--- src/design/fractional_feedback_delay_line_assert.svh ---
// Assertion macros shared by the delay line RTL.
// Depends on nothing; included by the modules that carry assertions.
`ifndef FRACTIONAL_FEEDBACK_DELAY_LINE_ASSERT_SVH
`define FRACTIONAL_FEEDBACK_DELAY_LINE_ASSERT_SVH

// Consequent must hold in the same cycle as the antecedent.
`define FFDL_CHECK(lbl, clk, rstn, ante, cons, msg) \
  lbl: assert property (@(posedge clk) disable iff (!rstn) (ante) |-> (cons)) \
    else $error(msg);

// Consequent must hold in the cycle after the antecedent.
`define FFDL_CHECK_NEXT(lbl, clk, rstn, ante, cons, msg) \
  lbl: assert property (@(posedge clk) disable iff (!rstn) (ante) |=> (cons)) \
    else $error(msg);

`endif

--- src/design/ffdl_pkg.sv ---
// Shared types, widths, register indexes and helpers of the delay line.
// Depends on nothing; imported by every module of the block.
`timescale 1ns / 1ps

package ffdl_pkg;

  localparam int unsigned SAMPLE_W   = 16;
  localparam int unsigned DELAY_W    = 24;
  localparam int unsigned GAIN_W     = 16;
  localparam int unsigned FRAC_W     = 8;
  localparam int unsigned CFG_IDX_W  = 2;
  localparam int unsigned CFG_DATA_W = 24;

  localparam logic [CFG_IDX_W-1:0] CFG_DELAY_SAMPLES = 2'd0;
  localparam logic [CFG_IDX_W-1:0] CFG_FEEDBACK_GAIN = 2'd1;

  localparam logic [DELAY_W-1:0] DELAY_RESET = 24'd8388608;

  typedef logic signed [SAMPLE_W-1:0] sample_t;

  function automatic sample_t sat_sample(input logic signed [18:0] v);
    sample_t r;
    if (v > 19'sd32767) begin
      r = 16'sh7fff;
    end else if (v < -19'sd32768) begin
      r = 16'sh8000;
    end else begin
      r = v[15:0];
    end
    return r;
  endfunction

endpackage

--- src/design/ffdl_delay_mod.sv ---
// Reduces a written delay value modulo the ring length in fraction units.
// The whole-sample part is divided by the ring depth through a constant reciprocal,
// quotient first and remainder after. Depends on ffdl_pkg.
`timescale 1ns / 1ps

module ffdl_delay_mod #(
  parameter int unsigned DELAY_DEPTH = 65536
) (
  input  logic                          clk_i,
  input  logic                          rst_ni,
  input  logic                          start_i,
  input  logic [ffdl_pkg::DELAY_W-1:0]  value_i,
  output logic                          busy_o,
  output logic [ffdl_pkg::DELAY_W-1:0]  delay_o
);
  import ffdl_pkg::*;

  localparam int unsigned INT_W  = DELAY_W - FRAC_W;
  localparam int unsigned PROD_W = 2 * INT_W + 2;
  localparam int unsigned RING = DELAY_DEPTH * (2 ** FRAC_W);
  localparam logic [31:0] RING_V = 32'(RING);
  localparam logic [DELAY_W-1:0] RESET_MOD = DELAY_W'(32'(DELAY_RESET) % RING_V);
  localparam int unsigned SHIFT = INT_W + $clog2(DELAY_DEPTH);
  localparam longint unsigned RECIP =
    ((64'd1 << SHIFT) + 64'(DELAY_DEPTH) - 64'd1) / 64'(DELAY_DEPTH);
  localparam logic [INT_W+1:0] RECIP_V = RECIP[INT_W+1:0];
  localparam logic [31:0] DEPTH_V = 32'(DELAY_DEPTH);

  logic [INT_W-1:0]   whole_q, whole_d;
  logic [FRAC_W-1:0]  frac_q, frac_d;
  logic [INT_W-1:0]   quot_q, quot_d;
  logic [DELAY_W-1:0] rem_q, rem_d;
  logic               run_q, run_d;
  logic               fin_q, fin_d;
  logic [PROD_W-1:0]  quot_prod;
  logic [31:0]        back_prod;
  logic [INT_W-1:0]   whole_rem;

  always_comb begin
    quot_prod = PROD_W'(whole_q) * PROD_W'(RECIP_V);
    back_prod = 32'(quot_q) * DEPTH_V;
    whole_rem = whole_q - back_prod[INT_W-1:0];
    whole_d   = whole_q;
    frac_d    = frac_q;
    quot_d    = quot_q;
    rem_d     = rem_q;
    run_d     = 1'b0;
    fin_d     = 1'b0;
    if (start_i) begin
      whole_d = value_i[DELAY_W-1:FRAC_W];
      frac_d  = value_i[FRAC_W-1:0];
      run_d   = 1'b1;
    end else if (run_q) begin
      quot_d = INT_W'(quot_prod >> SHIFT);
      fin_d  = 1'b1;
    end else if (fin_q) begin
      rem_d = {whole_rem, frac_q};
    end
  end

  always_ff @(posedge clk_i or negedge rst_ni) begin
    if (!rst_ni) begin
      whole_q <= '0;
      frac_q  <= '0;
      quot_q  <= '0;
      rem_q   <= RESET_MOD;
      run_q   <= 1'b0;
      fin_q   <= 1'b0;
    end else begin
      whole_q <= whole_d;
      frac_q  <= frac_d;
      quot_q  <= quot_d;
      rem_q   <= rem_d;
      run_q   <= run_d;
      fin_q   <= fin_d;
    end
  end

  assign busy_o  = run_q | fin_q;
  assign delay_o = rem_q;

endmodule

--- config.mk ---
export PLATFORM = sky130hd
export DESIGN_NAME = ffdl_delay_mod
export DESIGN_NICKNAME = d
export VERILOG_FILES = /design/src/design/fractional_feedback_delay_line_assert.svh /design/src/design/ffdl_pkg.sv /design/src/design/ffdl_delay_mod.sv
export SDC_FILE = /design/constraint.sdc
export NUM_CORES = 1
export LEC_CHECK = 0
export BUFFER_PORTS_ARGS = -buffer_cell sky130_fd_sc_hd__buf_2
export CAP_MARGIN = 25
export CELL_PAD_IN_SITES_DETAIL_PLACEMENT = 1
export CELL_PAD_IN_SITES_GLOBAL_PLACEMENT = 2
export CORE_MARGIN = 5
export CORE_UTILIZATION = 37
export CTS_BUF_LIST = sky130_fd_sc_hd__clkbuf_4
export DETAILED_ROUTE_END_ITERATION = 8
export PLACE_DENSITY_LB_ADDON = 0.1
export SLEW_MARGIN = 20
export SYNTH_ARGS = -nofsm -noshare
export SYNTH_HDL_FRONTEND = slang
export SYNTH_SLANG_ARGS = --single-unit
--- constraint.sdc ---
create_clock -name clk_i -period 1.9 [get_ports clk_i]
set_input_delay 0.19 -clock clk_i [delete_from_list [all_inputs] [get_ports clk_i]]
set_output_delay 0.19 -clock clk_i [all_outputs]
set_load 0.005 [all_outputs]
======== Word-level counts from Yosys, hierarchy flattened ========
Cells that the tools add are included.
word-level totals
  bits in registers ....................... 50
  bits of input ports ..................... 27
  output and inout bits ................... 25
  word-level logic and storage cells ...... 12
cells by class
  muxes and demuxes ....................... 3
  bitwise logic cells ..................... 3
  reduce and logical (&&, ||, !) cells .... 1
operator list
  operator             count
  2-to-1 mux 1 bit     3
  AND reduction 3 bit  1
  NOT 1 bit            2
  OR 1 bit             1

======== Longest topological paths before layout ========
  depth in word-level cells ............... 2
  mapped depth ............................ 4
  mapped depth without buffers ............ 2

======== Worst setup path before layout ========
Ideal clock, no wire load.
  kind .................................... register to register
  start point ............................. reg run_q
  end point ............................... reg rem_q[10] (netlist: delay_o[10])
  library setup time ...................... 125 ps
  arrival ................................. 1,219 ps
  data required time ...................... 1,775 ps
  slack ................................... 557 ps
  stages on the path, launching flop included .. 4
  path buffers ............................ 1
  period minus slack after synthesis ...... 1,343 ps
  path through ............................ dfrtp_1 nor3b_4 buf_6 mux2_2
between the ends
  cells in the longest elaborated chain, start to end .. 2
RTL lines
  what                           line                  text
  from (decl)                    ffdl_delay_mod.sv:33  logic run_q, run_d;
  from (signal assigned)         ffdl_delay_mod.sv:74  run_q <= run_d;
  NOT 1 bit (no line)            --
  AND reduction 3 bit (no line)  --
  to (signal assigned)           ffdl_delay_mod.sv:73  rem_q <= rem_d;
  to (decl)                      ffdl_delay_mod.sv:32  logic [DELAY_W-1:0] rem_q, rem_d;
No other way between the ends.
A chain may end at the register's enable or synchronous reset.

======== Worst setup path in the final report ========
  start point ............................. reg run_q
  end point ............................... out busy_o
between the ends
  cells in the longest elaborated chain, start to end .. 1
RTL lines
  what       line                  text
  OR 1 bit   ffdl_delay_mod.sv:79  assign busy_o = run_q | fin_q;
  to (decl)  ffdl_delay_mod.sv:13  output logic busy_o,
No other way between the ends.

==> results.json <==
{
  "antennaDiodeCount": 0,
  "vias_per_cell": 4.639,
  "clock_path_buffers": 2,
  "swShare_pct": 25.04,
  "finClkSkew_ps": 12.93,
  "worst_slack_ps": 489.0,
  "synth_common_cells": "dfrtp_1 (49), mux2_2 (46), buf_6 (3), buf_2 (2), mux2_1 (2)",
  "synth_cells": 106,
  "ff2ff_setup_slack_ps": 550,
  "drv_slew": 0,
  "vias": 1067,
  "worst_ep_arrival_time_ps": 1220,
  "max_cap_viol_count": 0,
  "clockRootBuffer": "clkbuf_4",
  "hold-path-cell-count": 2,
  "p_leak_uw": 0.001051,
  "peakVddDrop_uv": 406.7,
  "yosysSeqAreaShare_pct": 67.05,
  "tns_ps": 0,
  "start_kind": "flop",
  "grt_max_degree": 27,
  "critical_path_required_ps": 1710,
  "place.gp.congestion": 0.6526,
  "cts_max_level": 2,
  "synth_top_flop_cell": "dfrtp_1",
  "seqPwrFrac_pct": 61.5,
  "ys_async_sr_fraction_pct": 100.0,
  "r2r_end": "delay_o[13]",
  "die_w_um": 81.06,
  "synth_seq_cells": 50,
  "postLayoutCellArea_um2": 2257,
  "cts_made_buffers": 5,
  "multi_input_area_um2": 571.8,
  "place_area_um2": 2206,
  "syn_to_final_growth_pct": 20.83,
  "n_fill_cell": 509,
  "synth_edf_count": 0,
  "holdCritPathClass": "in2reg",
  "netlist_area_um2": 1868,
  "switching_power_uw": 547.9,
  "worstReg2RegStart": "run_q",
  "start_util_pct": 38.78,
  "crit_type": "reg2out",
  "yosys_warnings": 0,
  "hold_end": "frac_q[7]",
  "fin_crit_ps": 1411,
  "dieArea_um2": 6570,
  "ctsResizeCount": 0,
  "drive_above_1_share_pct": 66.87,
  "nNetsFinal": 191,
  "synth_top_area_share_pct": 65.64,
  "clk_pin_slew_worst_paths_ps": 130,
  "post-route-period-util_pct": 74.26,
  "synth_nets": 133,
  "die_y_um": 81.06,
  "avgSynthCellArea_um2": 17.62,
  "synth_cell_types": 9,
  "outcome": "finished, final reports clean",
  "pin_count": 52,
  "overflow": 0,
  "rows": 25,
  "wl_per_cell_um": 15.97,
  "grtUsageTotal_pct": 12.82,
  "clkPwrFrac_pct": 19.2,
  "hold_start": "value_i[7]",
  "setup_viol": 0,
  "slew_headroom_pct": 60.08,
  "routed_wl_um": 3674,
  "timing.fmax_mhz": 708.7,
  "ys_top_cells_by_area": "dfrtp_1 (66%), mux2_2 (28%), buf_6 (1.8%)",
  "crit_fanout": 3,
  "worst_pin_slew_ps": 598.8,
  "grt_antenna_before_repair": 0,
  "io_buffers": 51,
  "combPwrFrac_pct": 19.3,
  "grt_pass1_wl_um": 6210,
  "seq_area_um2": 1252,
  "drt_first_pass_iters": 3,
  "timing_hold_violations_final": 0,
  "synth_most_common_cell": "dfrtp_1",
  "post-place-ws_ps": 549.6,
  "cp-startpoint": "run_q",
  "drc": 0,
  "p_per_area_nw_per_um2": 969.4,
  "yosysTopAreaCell": "dfrtp_1",
  "reg2regPathDepth": 3,
  "grt_setup_unrepaired": "no",
  "internal-power_uw": 1640,
  "coreArea_um2": 4817,
  "grt_pass1_vias": 1296,
  "clkSinkCount": 50,
  "place_hpwl_um": 2747,
  "cts_tree": "yes",
  "cp-end-kind": "primary output",
  "clkLatencyLatePin_ps": 350,
  "antenna_left": 0,
  "drtIter0Drc": 50
}
power groups by stage:
stage	logic (uW)	registers, uW	clock network [uW]
final	422	1350	421
after global routing	475	1370	496
after CTS	438	1350	454
after detailed placement	436	1370	0
after global placement	415	1360	0
after floorplan	192	1370	0
how the worst max path moves through the flow:
stage / end / slack (ps) / cells after the start
floorplan: delay_o[10] / 560 / 3
global placement: delay_o[8] / 590 / 4
detailed placement: delay_o[13] / 550 / 4
CTS: busy_o / 450 / 2
global route: busy_o / 400 / 2
finish: busy_o / 490 / 2
state kept, by name, summed over array words and instances (netlist names):
name / count
fin_q: 1
frac_q: 8
delay_o: 24
run_q: 1
whole_q: 16
stage by stage:
stage	power, uW	hold WS (ps)	std cells	utilization [%]
global placement	1777	222.3	223	45.79
finish	2188	60.76	230	46.86
CTS	2242	38.50	230	46.86
detailed placement	1808	238.2	223	45.79
floorplan	1559	-105.6	106	-
global route	2344	23.19	230	46.86
kinds of logic (layout without fill, tap and decap cells):
group	count (synthesis)	after routing	synth area share, %
DFF	50	50	67.05
buffers and inverters	5	62	2.344
muxes	48	48	28.94
and+or+nand+nor	3	3	1.675
worst max-delay path, cell delays in order (launching register included):
cell and delay [ps]:
dfrtp_1 430, or2_2 320, buf_2 130
layout make-up:
cell class / instances / area share, %
repair buffers: 56 / 13.64
well taps: 67 / 3.714
multi-input cells: 51 / 25.33
clock inverters: 1 / 0.1663
flip-flops and latches: 50 / 55.49
clock buffers: 5 / 1.663
per-layer routing:
layer / wire [um] / vias to the layer above / GRT usage [%]
met5: 0 / - / 0
met4: 38 / 0 / 5.068
met3: 225 / 4 / 4.435
met2: 1949 / 32 / 22.66
met1: 1460 / 545 / 14.04
li1: - / 486 / -
repair_timing:
item	in CTS	in global routing
buffers inserted	0	0
hold buffers	1	0
hold endpoints to repair	24	0
placed cells by master (no fill, tap or decap), drive strengths merged:
master | synthesis | layout
buf | 5 | 55
dfstp | 1 | 1
clkbuf | 0 | 5
mux2 | 48 | 48
nor3b | 1 | 1
or2 | 1 | 1
clkinv | 0 | 1
dfrtp | 49 | 49
nor2b | 1 | 1
dlygate4sd3 | 0 | 1
Power figures use the tool's default switching activity.
